[config.mk]
export PLATFORM = sky130hd
export DESIGN_NAME = counting_sort_small_keys_top
export DESIGN_NICKNAME = d
export VERILOG_FILES = /design/src/hw/rtl/csk_pkg.sv /design/src/hw/rtl/csk_ram.sv /design/src/hw/rtl/counting_sort_small_keys_top.sv
export VERILOG_INCLUDE_DIRS = /design/src /design/src/hw/rtl
export SDC_FILE = /design/constraint.sdc
export NUM_CORES = 1
export LEC_CHECK = 0
export BUFFER_PORTS_ARGS = -buffer_cell sky130_fd_sc_hd__buf_2
export CORE_MARGIN = 5
export CORE_UTILIZATION = 36
export DETAILED_ROUTE_END_ITERATION = 6
export PLACE_DENSITY = 0.52
export SYNTH_ARGS = -nofsm -noshare
export SYNTH_HDL_FRONTEND = slang
export SYNTH_HIERARCHICAL = 1
export SYNTH_SLANG_ARGS = --single-unit
[constraint.sdc]
create_clock -name clk_i -period 6.6 [get_ports clk_i]
set_clock_uncertainty 0.2 [all_clocks]
set_input_delay 0 -clock clk_i [delete_from_list [all_inputs] [get_ports clk_i]]
set_output_delay 0 -clock clk_i [all_outputs]
set_load 0.02 [all_outputs]
[src/hw/rtl/assert_macros.svh]
// assertion helpers included by the sort top
`ifndef ASSERT_MACROS_SVH
`define ASSERT_MACROS_SVH

// property checked on every rising edge outside reset
`define CSK_ASSERT(lbl, prop) \
  lbl: assert property (@(posedge clk_i) disable iff (!rst_ni) (prop)) \
    else $error("csk: assertion failed");

// condition on one edge implies a consequence on the next edge
`define CSK_ASSERT_NEXT(lbl, pre, post) \
  lbl: assert property (@(posedge clk_i) disable iff (!rst_ni) (pre) |=> (post)) \
    else $error("csk: assertion failed");

`endif

[src/hw/rtl/csk_pkg.sv]
package csk_pkg;

  localparam int unsigned KEY_W  = 4;
  localparam int unsigned SLOT_W = 5;
  localparam int unsigned CNT_W  = 6;

  localparam int unsigned KEY_MAX_DEF   = 9;
  localparam int unsigned MAX_ITEMS_DEF = 32;

endpackage

[src/hw/rtl/csk_ram.sv]
module csk_ram #(
  parameter int unsigned Depth = 32,
  parameter int unsigned Width = 4,
  parameter int unsigned AddrW = $clog2(Depth)
) (
  input  logic             clk_i,
  input  logic             we_i,
  input  logic [AddrW-1:0] waddr_i,
  input  logic [Width-1:0] wdata_i,
  input  logic             re_i,
  input  logic [AddrW-1:0] raddr_i,
  output logic [Width-1:0] rdata_o
);

  logic [Width-1:0] mem_q [Depth];
  logic [Width-1:0] rdata_q;

  always_ff @(posedge clk_i) begin
    if (we_i) begin
      mem_q[waddr_i] <= wdata_i;
    end
  end

  // write-first: a read of the entry being written returns the new word
  always_ff @(posedge clk_i) begin
    if (re_i) begin
      if (we_i && (waddr_i == raddr_i)) begin
        rdata_q <= wdata_i;
      end else begin
        rdata_q <= mem_q[raddr_i];
      end
    end
  end

  assign rdata_o = rdata_q;

endmodule

[src/hw/rtl/counting_sort_small_keys_top.sv]
// channel  dir  handshake                payload
// in       in   in_valid_i/in_stall_o    key_i, last_item_i
// out      out  out_valid_o/out_stall_i  sorted_key_o, dest_slot_o, last_result_o, overflowed_o
// loading takes one word a cycle; the bucket read-modify-write forwards through the ram
// after the last word: prefix pass over buckets 0..KeyMax, a sort walk over the n words, then
// n results at up to one a cycle while out_stall_i is low, then a bucket clearing pass
// reset starts with the same clearing pass; in_stall_o stays high outside loading
// a stalled result holds in the ram read registers while the next set loads
`include "assert_macros.svh"

module counting_sort_small_keys_top #(
  parameter int unsigned KeyMax   = csk_pkg::KEY_MAX_DEF,
  parameter int unsigned MaxItems = csk_pkg::MAX_ITEMS_DEF
) (
  input  logic                       clk_i,
  input  logic                       rst_ni,
  input  logic                       in_valid_i,
  output logic                       in_stall_o,
  input  logic [csk_pkg::KEY_W-1:0]  key_i,
  input  logic                       last_item_i,
  output logic                       out_valid_o,
  input  logic                       out_stall_i,
  output logic [csk_pkg::KEY_W-1:0]  sorted_key_o,
  output logic [csk_pkg::SLOT_W-1:0] dest_slot_o,
  output logic                       last_result_o,
  output logic                       overflowed_o
);

  import csk_pkg::*;

  localparam int unsigned BW = $clog2(KeyMax + 1);
  localparam int unsigned AW = $clog2(MaxItems);
  localparam int unsigned CW = $clog2(MaxItems + 1);

  typedef enum logic [2:0] {
    ST_CLEAR,
    ST_LOAD,
    ST_PREFIX,
    ST_SORT,
    ST_EMIT
  } state_e;

  state_e state_q, state_d;

  logic              ld_vld_q, ld_vld_d;
  logic [BW-1:0]     ld_key_q, ld_key_d;
  logic [CW-1:0]     item_cnt_q, item_cnt_d;
  logic              ovf_q, ovf_d;
  logic [BW-1:0]     p_cnt_q, p_cnt_d;
  logic              p_done_q, p_done_d;
  logic              pf_vld_q, pf_vld_d;
  logic [BW-1:0]     pf_addr_q, pf_addr_d;
  logic [CNT_W-1:0]  acc_q, acc_d;
  logic [CW-1:0]     s_cnt_q, s_cnt_d;
  logic              s1_vld_q, s1_vld_d;
  logic [AW-1:0]     s1_idx_q, s1_idx_d;
  logic              s2_vld_q, s2_vld_d;
  logic [AW-1:0]     s2_idx_q, s2_idx_d;
  logic [KEY_W-1:0]  s2_key_q, s2_key_d;
  logic [CW-1:0]     e_cnt_q, e_cnt_d;
  logic              out_valid_q, out_valid_d;
  logic              last_q, last_d;
  logic              ovf_out_q, ovf_out_d;

  logic              in_acc, full, pf_iss, s_iss, e_iss, e_last;
  logic [KEY_W-1:0]  key_sat;
  logic [CNT_W-1:0]  sum, end_raw, end_cl;

  logic              b_we, b_re;
  logic [BW-1:0]     b_waddr, b_raddr;
  logic [CNT_W-1:0]  b_wdata, b_rdata;
  logic [KEY_W-1:0]  k_rdata;

  assign in_acc  = in_valid_i && (state_q == ST_LOAD);
  assign full    = (item_cnt_q == CW'(MaxItems));
  assign key_sat = (int'(key_i) > KeyMax) ? KEY_W'(KeyMax) : key_i;

  assign pf_iss = (state_q == ST_PREFIX) && !p_done_q;
  assign s_iss  = (state_q == ST_SORT) && (s_cnt_q != item_cnt_q);
  assign e_iss  = (state_q == ST_EMIT) && (e_cnt_q != item_cnt_q)
                  && (!out_valid_q || !out_stall_i);
  assign e_last = (CW'(e_cnt_q + 1'b1) == item_cnt_q);

  assign sum     = acc_q + b_rdata;
  // an empty bucket counts as zero, so its end stays at slot zero
  assign end_raw = (b_rdata == '0) ? '0 : b_rdata - 1'b1;
  assign end_cl  = (int'(end_raw) >= MaxItems) ? CNT_W'(MaxItems - 1) : end_raw;

  // bucket port: one phase drives it at a time
  always_comb begin
    b_we    = 1'b0;
    b_waddr = '0;
    b_wdata = '0;
    b_re    = 1'b0;
    b_raddr = '0;
    if (state_q == ST_CLEAR) begin
      b_we    = 1'b1;
      b_waddr = p_cnt_q;
    end
    if (ld_vld_q) begin
      b_we    = 1'b1;
      b_waddr = ld_key_q;
      b_wdata = b_rdata + 1'b1;
    end
    if (pf_vld_q) begin
      b_we    = 1'b1;
      b_waddr = pf_addr_q;
      b_wdata = sum;
    end
    if (s2_vld_q) begin
      b_we    = 1'b1;
      b_waddr = BW'(s2_key_q);
      b_wdata = end_cl;
    end
    if (in_acc && !full) begin
      b_re    = 1'b1;
      b_raddr = BW'(key_sat);
    end
    if (pf_iss) begin
      b_re    = 1'b1;
      b_raddr = p_cnt_q;
    end
    if (s1_vld_q) begin
      b_re    = 1'b1;
      b_raddr = BW'(k_rdata);
    end
  end

  csk_ram #(
    .Depth (KeyMax + 1),
    .Width (CNT_W),
    .AddrW (BW)
  ) u_bucket_ram (
    .clk_i   (clk_i),
    .we_i    (b_we),
    .waddr_i (b_waddr),
    .wdata_i (b_wdata),
    .re_i    (b_re),
    .raddr_i (b_raddr),
    .rdata_o (b_rdata)
  );

  csk_ram #(
    .Depth (MaxItems),
    .Width (KEY_W),
    .AddrW (AW)
  ) u_key_ram (
    .clk_i   (clk_i),
    .we_i    (in_acc && !full),
    .waddr_i (item_cnt_q[AW-1:0]),
    .wdata_i (key_sat),
    .re_i    (s_iss),
    .raddr_i (s_cnt_q[AW-1:0]),
    .rdata_o (k_rdata)
  );

  csk_ram #(
    .Depth (MaxItems),
    .Width (KEY_W),
    .AddrW (AW)
  ) u_sorted_ram (
    .clk_i   (clk_i),
    .we_i    (s2_vld_q),
    .waddr_i (end_cl[AW-1:0]),
    .wdata_i (s2_key_q),
    .re_i    (e_iss),
    .raddr_i (e_cnt_q[AW-1:0]),
    .rdata_o (sorted_key_o)
  );

  csk_ram #(
    .Depth (MaxItems),
    .Width (SLOT_W),
    .AddrW (AW)
  ) u_slot_ram (
    .clk_i   (clk_i),
    .we_i    (s2_vld_q),
    .waddr_i (s2_idx_q),
    .wdata_i (end_cl[SLOT_W-1:0]),
    .re_i    (e_iss),
    .raddr_i (e_cnt_q[AW-1:0]),
    .rdata_o (dest_slot_o)
  );

  always_comb begin
    state_d     = state_q;
    item_cnt_d  = item_cnt_q;
    ovf_d       = ovf_q;
    p_cnt_d     = p_cnt_q;
    p_done_d    = p_done_q;
    acc_d       = acc_q;
    s_cnt_d     = s_cnt_q;
    e_cnt_d     = e_cnt_q;
    last_d      = last_q;
    ovf_out_d   = ovf_out_q;

    ld_vld_d    = in_acc && !full;
    ld_key_d    = BW'(key_sat);
    pf_vld_d    = pf_iss;
    pf_addr_d   = p_cnt_q;
    s1_vld_d    = s_iss;
    s1_idx_d    = s_cnt_q[AW-1:0];
    s2_vld_d    = s1_vld_q;
    s2_idx_d    = s1_idx_q;
    s2_key_d    = k_rdata;
    out_valid_d = e_iss || (out_valid_q && out_stall_i);

    unique case (state_q)
      ST_CLEAR: begin
        if (p_cnt_q == BW'(KeyMax)) begin
          state_d = ST_LOAD;
        end else begin
          p_cnt_d = p_cnt_q + 1'b1;
        end
      end
      ST_LOAD: begin
        if (in_acc) begin
          if (full) begin
            ovf_d = 1'b1;
          end else begin
            item_cnt_d = item_cnt_q + 1'b1;
          end
          if (last_item_i) begin
            state_d  = ST_PREFIX;
            p_cnt_d  = '0;
            p_done_d = 1'b0;
            acc_d    = '0;
          end
        end
      end
      ST_PREFIX: begin
        if (pf_iss) begin
          if (p_cnt_q == BW'(KeyMax)) begin
            p_done_d = 1'b1;
          end else begin
            p_cnt_d = p_cnt_q + 1'b1;
          end
        end
        if (pf_vld_q) begin
          acc_d = sum;
        end
        if (p_done_q && !pf_vld_q) begin
          state_d = ST_SORT;
          s_cnt_d = '0;
        end
      end
      ST_SORT: begin
        if (s_iss) begin
          s_cnt_d = s_cnt_q + 1'b1;
        end else if (!s1_vld_q && !s2_vld_q) begin
          state_d = ST_EMIT;
          e_cnt_d = '0;
        end
      end
      ST_EMIT: begin
        if (e_iss) begin
          e_cnt_d   = e_cnt_q + 1'b1;
          last_d    = e_last;
          ovf_out_d = ovf_q;
          if (e_last) begin
            state_d    = ST_CLEAR;
            p_cnt_d    = '0;
            item_cnt_d = '0;
            ovf_d      = 1'b0;
          end
        end
      end
      default: begin
        state_d = ST_CLEAR;
        p_cnt_d = '0;
      end
    endcase
  end

  always_ff @(posedge clk_i or negedge rst_ni) begin
    if (!rst_ni) begin
      state_q     <= ST_CLEAR;
      ld_vld_q    <= 1'b0;
      ld_key_q    <= '0;
      item_cnt_q  <= '0;
      ovf_q       <= 1'b0;
      p_cnt_q     <= '0;
      p_done_q    <= 1'b0;
      pf_vld_q    <= 1'b0;
      pf_addr_q   <= '0;
      acc_q       <= '0;
      s_cnt_q     <= '0;
      s1_vld_q    <= 1'b0;
      s1_idx_q    <= '0;
      s2_vld_q    <= 1'b0;
      s2_idx_q    <= '0;
      s2_key_q    <= '0;
      e_cnt_q     <= '0;
      out_valid_q <= 1'b0;
      last_q      <= 1'b0;
      ovf_out_q   <= 1'b0;
    end else begin
      state_q     <= state_d;
      ld_vld_q    <= ld_vld_d;
      ld_key_q    <= ld_key_d;
      item_cnt_q  <= item_cnt_d;
      ovf_q       <= ovf_d;
      p_cnt_q     <= p_cnt_d;
      p_done_q    <= p_done_d;
      pf_vld_q    <= pf_vld_d;
      pf_addr_q   <= pf_addr_d;
      acc_q       <= acc_d;
      s_cnt_q     <= s_cnt_d;
      s1_vld_q    <= s1_vld_d;
      s1_idx_q    <= s1_idx_d;
      s2_vld_q    <= s2_vld_d;
      s2_idx_q    <= s2_idx_d;
      s2_key_q    <= s2_key_d;
      e_cnt_q     <= e_cnt_d;
      out_valid_q <= out_valid_d;
      last_q      <= last_d;
      ovf_out_q   <= ovf_out_d;
    end
  end

  assign in_stall_o    = (state_q != ST_LOAD);
  assign out_valid_o   = out_valid_q;
  assign last_result_o = last_q;
  assign overflowed_o  = ovf_out_q;

  // no prefix or sort traffic while words are being taken
  `CSK_ASSERT(a_load_quiet, in_stall_o || (!pf_vld_q && !s1_vld_q && !s2_vld_q))
  // the trailing load update never shares the write port with the prefix pass
  `CSK_ASSERT(a_wr_port_excl, !(ld_vld_q && pf_vld_q))
  `CSK_ASSERT(a_count_bound, int'(item_cnt_q) <= MaxItems)
  `CSK_ASSERT(a_out_from_emit, !$rose(out_valid_o) || $past(state_q == ST_EMIT))
  // leaving the emit phase means the final result of the set is on show
  `CSK_ASSERT_NEXT(a_last_shown, (state_q == ST_EMIT) && (state_d == ST_CLEAR),
                   out_valid_o && last_result_o)

endmodule
Word-level counts from Yosys, hierarchy flattened
Memories as Yosys holds them, arrays and structs flattened. A register that Yosys moved wholly into a read port is not among the register bits.
Cells that the tools add are included.
- bits of input ports: 9
- logic and storage cells: 158
- memories kept: 4
- register bits after elaboration: 62
- memory bits (writable): 476
- output and inout port bits: 13
- memory list (memory ; words ; width ; rd ports ; clocked after memory_dff ; wr ports ; RTL line ; source):
    u_slot_ram.mem_q ; 32 ; 5 ; 1 ; 1 ; 1 ; csk_ram.sv:15 ; logic [Width-1:0] mem_q [Depth];
    u_key_ram.mem_q ; 32 ; 4 ; 1 ; 1 ; 1 ; csk_ram.sv:15 ;
    u_sorted_ram.mem_q ; 32 ; 4 ; 1 ; 1 ; 1 ; csk_ram.sv:15 ;
    u_bucket_ram.mem_q ; 10 ; 6 ; 1 ; 1 ; 1 ; csk_ram.sv:15 ;
- eq/ne operators: 24
- bitwise gates (word level): 1
- muxes and demuxes: 67
- $add $sub $neg: 7
- magnitude comparators: 2
- reductions and logical operators: 33
- operators with widths (cell ; count):
    two-way mux 6 bit ; 17
    two-way mux 4 bit ; 14
    one-hot mux 6 bit (2 select lines) ; 4
    adder 6 x 1 -> 6 bit (second input constant) ; 4
    two-way mux 3 bit ; 8
    two-way mux 1 bit ; 20
    inequality test 2 bit (second input constant) ; 10
    one-hot mux 4 bit (5 select lines) ; 1
    one-hot mux 3 bit (5 select lines) ; 1
    AND reduction 5 bit ; 3
    inequality test 6 bit ; 2
    logical AND 1 bit ; 9
    inequality test 2 x 1 -> 1 bit (second input constant) ; 4
    AND reduction 4 bit ; 2
    AND reduction 8 bit ; 1
    nonzero test 2 bit ; 4
    zero test 1 bit ; 7
    adder 6 bit ; 1
    equality test 3 x 2 -> 1 bit (second input constant) ; 2
    equality test 6 bit ; 1
    equality test 6 bit (second input constant) ; 1
    greater-or-equal comparator 6 bit (second input constant) ; 1
    zero test 6 bit ; 1
    AND reduction 6 bit ; 1
    other kinds (13) ; 15

Logic depth before layout (Yosys ltp)
Gate-level depths: netlist of run 1.
- depth after elaboration: 7
- gate-level depth with buffers: 13
- gate-level depth less buffers: 10

Modules after synthesis
The synthesis of run 1 kept the hierarchy.
- modules (own cells, without submodules) (module ; seq. area each (um2) ; cells each ; times used ; area each (um2)):
    csk_ram at u_slot_ram ; 4954.8 ; 368 ; 1 ; 6697.7
    csk_ram at u_key_ram ; 3963.8 ; 288 ; 1 ; 5494.0
    csk_ram at u_sorted_ram ; 3963.8 ; 281 ; 1 ; 5455.2
    counting_sort_small_keys_top ; 1551.5 ; 377 ; 1 ; 3632.2
    csk_ram at u_bucket_ram ; 1981.9 ; 142 ; 1 ; 2700.1

Least setup slack after synthesis of run 1
No wires, ideal clock.
- path kind: register to register
- start: register u_bucket_ram.rdata_q[0], in the netlist u_bucket_ram/rdata_o[0] (read register of u_bucket_ram.mem_q)
- end: memory u_sorted_ram.mem_q[14][0], in the netlist u_sorted_ram/mem_q[7][0] (enable)
- data arrival time: 3187 ps
- clock period less this slack: 3720 ps
- stages on the path, launching flop included: 9
- path buffers: 1
- setup slack: 2880 ps
- library setup time: 333 ps
- data required time: 6067 ps
- path through: edfxtp_1 > inv_1 > ha_1 > nor3b_1 > nor3_1 > a22oi_1 > buf_2 > or3b_2 > nor2_1
- cells in the longest elaborated chain, start to end: 4
- elaborated cells on any way between the ends: 5
- those cells by class: add/sub (1); order compare (1); mux (2); reduce/logical (1)
- ends and longest elaborated chain (item ; RTL line ; source):
    start, declared ; csk_ram.sv:16 ; logic [Width-1:0] rdata_q;
    subtractor 6 x 1 -> 6 bit / zero test 6 bit (equally long branches) ; counting_sort_small_keys_top.sv:86 ; assign end_raw = (b_rdata == '0) ? '0 : b_rdata - 1'b1;
    two-way mux 6 bit * ; counting_sort_small_keys_top.sv:86 ;
    greater-or-equal comparator 6 bit ; counting_sort_small_keys_top.sv:87 ; assign end_cl = (int'(end_raw) >= MaxItems) ? CNT_W'(MaxItems - 1) : end_raw;
    two-way mux 6 bit * ; counting_sort_small_keys_top.sv:87 ;
    via end_cl[2] ; counting_sort_small_keys_top.sv:67 ; logic [CNT_W-1:0] sum, end_raw, end_cl;
    end, declared ; csk_ram.sv:15 ;
The timed path passes the listed nets; every way through them passes the cells marked *.

Worst setup path after layout of run 1
- start: input port key_i[3] in the netlist's numbering
- end: register u_bucket_ram.rdata_q[2], in the netlist u_bucket_ram/rdata_o[2] (read register of u_bucket_ram.mem_q), data pin
- cells in the longest elaborated chain, start to end: 5
- ends and longest elaborated chain (item ; RTL line ; source):
    start, declared ; counting_sort_small_keys_top.sv:19 ; input logic [csk_pkg::KEY_W-1:0] key_i,
    greater-than comparator 4 bit ; counting_sort_small_keys_top.sv:76 ; assign key_sat = (int'(key_i) > KeyMax) ? KEY_W'(KeyMax) : key_i;
    two-way mux 4 bit ; counting_sort_small_keys_top.sv:76 ;
    via key_sat[0] ; counting_sort_small_keys_top.sv:66 ; logic [KEY_W-1:0] key_sat;
    two-way mux 4 bit ; counting_sort_small_keys_top.sv:115 ; if (in_acc && !full) begin
    two-way mux 4 bit ; counting_sort_small_keys_top.sv:119 ; if (pf_iss) begin
    two-way mux 4 bit ; counting_sort_small_keys_top.sv:123 ; if (s1_vld_q) begin
    via b_raddr[0] ; counting_sort_small_keys_top.sv:70 ; logic [BW-1:0] b_waddr, b_raddr;
The timed path passes the listed nets, and every way through them passes these cells.
A chain may end at the register's enable or synchronous reset.

==> flow_summary.json, run 1 <==
{
  "outcome": "complete, no violations",
  "start_util_pct": 36.4,
  "post-cts-setup-buffers": 0,
  "routedWlPerCell_um": 22.6,
  "first_pass_iters": 5,
  "worst_pin_slew_ps": 1240,
  "drive_gt1_share_pct": 14.9,
  "cts_tree": "yes",
  "critPathKind": "input port to flop",
  "gp_routability_congestion": 0.763,
  "rsz0062_at_grt": "no",
  "crit_chain": "dlygate4sd3_1 > buf_2 > buf_4 > o21ai_0 > nand2b_1 > dlygate4sd3_1 > buf_4 > a22oi_1 > o21ai_2 > buf_4 > mux4_1 > nor2b_1 > a211oi_2 > o2bb2ai_1",
  "synth_area_leader_cell": "edfxtp_1",
  "final_antenna_net_count": 0,
  "placed_area_mm2": 0.0249,
  "stdcell_area_mm2": 0.0269,
  "synth_top_family_by_area": "multiplexers",
  "synth_xor_area_share_pct": 1.61,
  "routed_wl_um": 54300,
  "cts_resized": 0,
  "clk_latency_ps": 630,
  "p_sw_share_pct": 33.5,
  "fin_cells": 2406,
  "synth-seq-cells": 557,
  "max_slew_margin_pct": 17.5,
  "drc_errors": 0,
  "syn_to_final_growth_pct": 12.1,
  "yosys.cell_types.count": 78,
  "yosys.area_share.simple_pct": 7.83,
  "track_usage_pct": 15.0,
  "layout.nets": 1516,
  "netSwitchingPower_mw": 3.95,
  "clock-root-buffer": "clkbuf_16",
  "syn-mean-instance-area_um2": 16.5,
  "pwr_density_cell_mw_per_mm2": 439,
  "hold_viol_final": 0,
  "multi_input_area_mm2": 0.00698,
  "period_share_pct": 60.2,
  "max_stage_delay_ps": 560,
  "crit_buf_inv": 6,
  "core.rowCount": 94,
  "crit_required_ps": 6770,
  "clk_pin_slew_ps": 60,
  "portBuffers": 21,
  "io_pins": 22,
  "whs_ps": 152,
  "pre_cts_slack_ps": 2630,
  "fmax_mhz": 252,
  "syn_area_mm2": 0.0240,
  "syn-instance-count": 1456,
  "worst_slack_ps": 2630,
  "hp-class": "flop to flop",
  "synth_compound_area_share_pct": 6.04,
  "dp.cells": 2283,
  "cpLargestDelayFamily": "buffers and inverters",
  "grt_pass1_vias": 13475,
  "drt_iter0_markers": 957,
  "power.leakage_nw": 8.80,
  "synth.top_cell.area_share_pct": 62.0,
  "cp_max_fo": 38,
  "synth_warnings": 6,
  "crit_slowest_cell": "mux4_1",
  "cts_made_buffers": 60,
  "clockBufferDepth": 3,
  "regArea_mm2": 0.0164,
  "drt-vias-per-instance": 5.37,
  "ctsHtreeMaxLevel": 2,
  "synth_mux_area_share_pct": 12.8,
  "end_kind": "flop",
  "seqPwrFrac_pct": 43.3,
  "vdd_ir_drop_max_v": 0.000251,
  "cp.arrival_ps": 4140,
  "startpoint_type": "input port",
  "synthFlopType": "edfxtp_1",
  "combPwrFrac_pct": 29.1,
  "tns_ps": 0,
  "fill_cells": 5945,
  "antenna_found_initial": 1,
  "die_w_um": 268,
  "ys_seq_area_share_pct": 68.5,
  "syn-num-nets": 1479,
  "core_mm2": 0.0659,
  "async_flop_share_pct": 11.1,
  "die_area_mm2": 0.0719,
  "dp_hpwl_um": 33000,
  "num_antenna_cells": 0,
  "yosys-top-cells-area": "edfxtp_1 62%, dfrtp_1 6.5%, mux4_2 4.7%",
  "layout_min_cycle_time_ps": 3970,
  "intPower_mw": 7.84,
  "grt_pass1_wl_um": 83100,
  "pwr-share-clk_pct": 27.6,
  "setup_viol": 0,
  "num_vias": 12924,
  "synthAdderAreaFrac_pct": 0.762,
  "synth_edf_count": 495,
  "grt_max_degree": 63,
  "globalRouteOverflowTotal": 0,
  "drv_slew": 0,
  "dieHeight_um": 268,
  "maxCapViolations": 0,
  "crit_top_cell": "buf_4",
  "clock_sinks": 557
}
-- final timing paths --
check / cells after the start / slack (ps) / end / from
max in group asynchronous: 4 / 5090 / e_cnt_q[0]$_DFFE_PN0P_ / rst_ni
worst min register to register: 0 / 150 / s2_idx_q[4]$_DFF_PN0_ / s1_idx_q[4]$_DFF_PN0_
worst min-delay path: 0 / 150 / s2_idx_q[4]$_DFF_PN0_ / s1_idx_q[4]$_DFF_PN0_
min in group asynchronous: 4 / 450 / pf_vld_q$_DFF_PN0_ / rst_ni
worst max-delay path: 14 / 2630 / u_bucket_ram/rdata_o[2]$_DFFE_PP_ / key_i[3]
worst max register to register: 11 / 2660 / u_bucket_ram/rdata_o[3]$_DFFE_PP_ / item_cnt_q[1]$_DFFE_PN0P_
-- cells in the mapped netlist (all sizes together), types with 15 or more instances --
cell type  count
nor2b         22
a221oi        17
nand3         24
nand3b        23
a211oi        15
a21oi         24
inv           15
nor2         137
xor2          20
buf           49
mux4          92
edfxtp       495
clkbuf        36
a22o          16
nand2         59
mux2i         67
nand2b        16
xnor2         24
o21ai         38
nor3          15
dfrtp         62
a22oi         19
-- sequential cells by signal, summed over array words and instances (netlist names), 4 cells and up --
register	cells
s2_idx_q	5
u_sorted_ram/mem_q	128
s1_idx_q	5
acc_q	6
u_sorted_ram/rdata_o	4
u_key_ram/rdata_o	4
p_cnt_q	4
u_slot_ram/rdata_o	5
ld_key_q	4
u_bucket_ram/rdata_o	6
u_bucket_ram/mem_q	60
u_slot_ram/mem_q	160
e_cnt_q	6
s2_key_q	4
s_cnt_q	6
pf_addr_q	4
item_cnt_q	6
u_key_ram/mem_q	128
-- layout by cell type, fill, tap and decap left out, types with 18 or more instances in the layout --
cell type and count:
buf_4 27, clkbuf_16 61, edfxtp_1 495, mux2i_1 67, nor2_1 136, a21oi_1 24, o21ai_0 29, nor2b_1 20
nand3b_1 23, buf_2 21, nand3_1 24, nand2_1 59, a22oi_1 18, xnor2_1 24, xor2_1 20, mux4_1 42
mux4_2 50, dfrtp_1 58
-- logic make-up (layout without fill, tap and decap cells) --
kind of cell,Yosys count,after routing
buf+inv,100,186
flops,557,557
compound gates,200,200
mux,173,173
simple gates,368,368
fa+ha+maj,14,14
xor+xnor,44,44
-- through the flow --
step           util (%)  total power, mW
2_1_floorplan         -             7.58
4_1_cts            40.8             11.9
6_report           40.8             11.8
3_5_place_dp       37.7             8.64
3_3_place_gp       37.7             8.59
5_1_grt            40.8             12.4
-- layout make-up --
type                            instances  share of cell area (%)
Timing Repair Buffer                   60                    1.59
Sequential cell                       557                    61.1
Clock buffer                           75                    5.87
Clock inverter                         36                    1.22
Multi-Input combinational cell        799                    26.0
Tap cell                              864                    4.02
Inverter                               15                   0.209
-- power groups by stage --
stage	registers, mW	logic (mW)	clock network [mW]
floorplan	4.85	2.73	0
global placement	5.17	3.42	0
detailed placement	5.18	3.46	0
CTS	5.11	3.48	3.35
global route	5.16	3.75	3.50
finish	5.10	3.43	3.25
-- timing repair --
item	CTS	global route
endpoints found under the hold margin	228	0
endpoints found under the setup margin	0	0
hold buffers	12	0
-- metal layers --
metal / vias to the layer above / GRT usage [%] / wire, um
met4: 0 / 3.79 / 1190
met3: 78 / 2.89 / 2680
met1: 6704 / 21.0 / 24600
met5: - / 0 / 0
li1: 5868 / - / -
met2: 274 / 24.5 / 25800
Note: power is estimated with default switching activity, not from simulation.
==> run 2, diff against run 1 <==
==> constraint.sdc (replaced) <==
create_clock -name clk_i -period 4 [get_ports clk_i]
set_clock_uncertainty 0.2 [all_clocks]
set_input_delay 0 -clock clk_i [delete_from_list [all_inputs] [get_ports clk_i]]
set_output_delay 0 -clock clk_i [all_outputs]
set_load 0.02 [all_outputs]
==> flow_summary.json, run 2 (same netlist as run 1, synthesis figures left out) <==
{
  "maxCapViolations": 0,
  "fin_cells": 2431,
  "clock-root-buffer": "clkbuf_16",
  "dp_hpwl_um": 34200,
  "stdcell_area_mm2": 0.0272,
  "layout.nets": 1539,
  "rsz0062_at_grt": "no",
  "reg2reg_slack_ps": 250,
  "drt-vias-per-instance": 5.34,
  "regMostFlops": "u_slot_ram/mem_q",
  "netSwitchingPower_mw": 6.53,
  "final_cell_mix": "495 x edfxtp_1, 136 x nor2_1, 67 x mux2i_1, 59 x nand2_1, 59 x clkbuf_16",
  "die_area_mm2": 0.0719,
  "grt_pass1_vias": 13390,
  "setup_viol": 0,
  "drive_gt1_share_pct": 16.2,
  "die_w_um": 268,
  "layout_commonest_cell": "edfxtp_1",
  "whs_ps": 111,
  "hp-class": "flop to flop",
  "period_share_pct": 93.8,
  "top_regs": "u_slot_ram/mem_q: 160 flops, u_key_ram/mem_q: 128 flops, u_sorted_ram/mem_q: 128 flops",
  "first_pass_iters": 5,
  "dieHeight_um": 268,
  "clk_latency_ps": 640,
  "fin_util_pct": 41.3,
  "critPathKind": "flop to flop",
  "gp_routability_congestion": 0.781,
  "power.leakage_nw": 8.97,
  "largest_register_ffs": 160,
  "hold_viol_final": 0,
  "core.rowCount": 94,
  "crit_required_ps": 4130,
  "worstRegToRegCells": 9,
  "routed_wl_um": 54000,
  "dr_wl_met3_um": 2420,
  "routedWlPerCell_um": 22.2,
  "placed_area_mm2": 0.0251,
  "antenna_found_initial": 1,
  "grt_max_degree": 44,
  "combPwrFrac_pct": 30.8,
  "pwr_density_cell_mw_per_mm2": 727,
  "dr_wl_met2_um": 25900,
  "tns_ps": 0,
  "fmax_mhz": 267,
  "io_pins": 22,
  "dp.cells": 2306,
  "grt_pass1_wl_um": 82900,
  "num_vias": 12982,
  "top_layer": "met4",
  "start_util_pct": 36.4,
  "cts_tree": "yes",
  "clock_sinks": 557,
  "holdPathStages": 0,
  "worst_pin_slew_ps": 846,
  "max_slew_margin_pct": 43.6,
  "final_antenna_net_count": 0,
  "layout_min_cycle_time_ps": 3750,
  "drc_errors": 0,
  "clockBufferDepth": 3,
  "drv_slew": 0,
  "end_kind": "flop",
  "fill_cells": 5898,
  "ctsHtreeMaxLevel": 2,
  "met1_length_um": 24600,
  "pwr-share-clk_pct": 27.8,
  "globalRouteOverflowTotal": 0,
  "portBuffers": 21,
  "cp_max_fo": 19,
  "cp.arrival_ps": 3880,
  "core_mm2": 0.0659,
  "cts_made_buffers": 59,
  "seqPwrFrac_pct": 41.3,
  "intPower_mw": 13.2,
  "syn_to_final_growth_pct": 13.4,
  "outcome": "complete, no violations",
  "clk_pin_slew_ps": 60,
  "startpoint_type": "flop",
  "track_usage_pct": 14.9,
  "drt_iter0_markers": 1003,
  "vdd_ir_drop_max_v": 0.000431,
  "p_sw_share_pct": 33.1
}
[run 2: path summary, 6_finish.rpt]
kind,start,endpoint
worst max-delay path,state_q[2]$_DFFE_PN0P_,u_bucket_ram/rdata_o[1]$_DFFE_PP_
worst min-delay path,s1_idx_q[2]$_DFF_PN0_,s2_idx_q[2]$_DFF_PN0_
worst max register to register,state_q[2]$_DFFE_PN0P_,u_bucket_ram/rdata_o[1]$_DFFE_PP_
worst min register to register,s1_idx_q[2]$_DFF_PN0_,s2_idx_q[2]$_DFF_PN0_
max in group asynchronous,rst_ni,p_cnt_q[1]$_DFFE_PN0P_
min in group asynchronous,rst_ni,ld_vld_q$_DFF_PN0_
[run 2: per-stage QoR]
stage / setup slack (ps) / power (mW)
floorplan: 280 / 12.5
global placement: 454 / 14.3
detailed placement: 309 / 14.4
CTS: 289 / 20.0
global route: 97.1 / 20.8
finish: 249 / 19.8
[run 2: timing repair]
item	in CTS	in global routing
gates resized for setup	0	0
hold buffers	13	0
setup buffers	0	0
hold endpoints to repair	196	0
[run 2: power by group through the flow]
stage          clock (mW)  sequential [mW]  combinational (mW)
2_1_floorplan           0             8.00                4.50
3_3_place_gp            0             8.29                6.04
3_5_place_dp            0             8.30                6.13
4_1_cts              5.65             8.18                6.17
5_1_grt              5.88             8.24                6.65
6_report             5.50             8.17                6.09
[run 2: final cells by class]
| type | instances | area, um2 | area share, % |
|---|---|---|---|
| well taps | 864 | 1080 | 3.98 |
| inverters | 15 | 56.3 | 0.207 |
| clock inverters | 38 | 435 | 1.60 |
| repair buffers | 84 | 678 | 2.49 |
| diodes | 1 | 2.50 | 0.00920 |
| multi-input cells | 799 | 6980 | 25.7 |
| clock buffers | 73 | 1530 | 5.62 |
| flip-flops and latches | 557 | 16400 | 60.4 |
[run 2: layer usage]
| metal | track usage (%) | vias up |
|---|---|---|
| met2 | 24.4 | 340 |
| met5 | 0 | - |
| li1 | - | 5926 |
| met1 | 21.0 | 6633 |
| met4 | 3.88 | 0 |
| met3 | 2.47 | 83 |
[run 2: critical path: stages (launching register included)]
cell,delay [ps]
dfrtp_1,490
or2_1,350
nor3b_1,650
a22oi_1,180
o21ai_2,160
buf_4,340
mux4_2,540
nor2b_1,140
a211oi_1,290
o2bb2ai_1,120
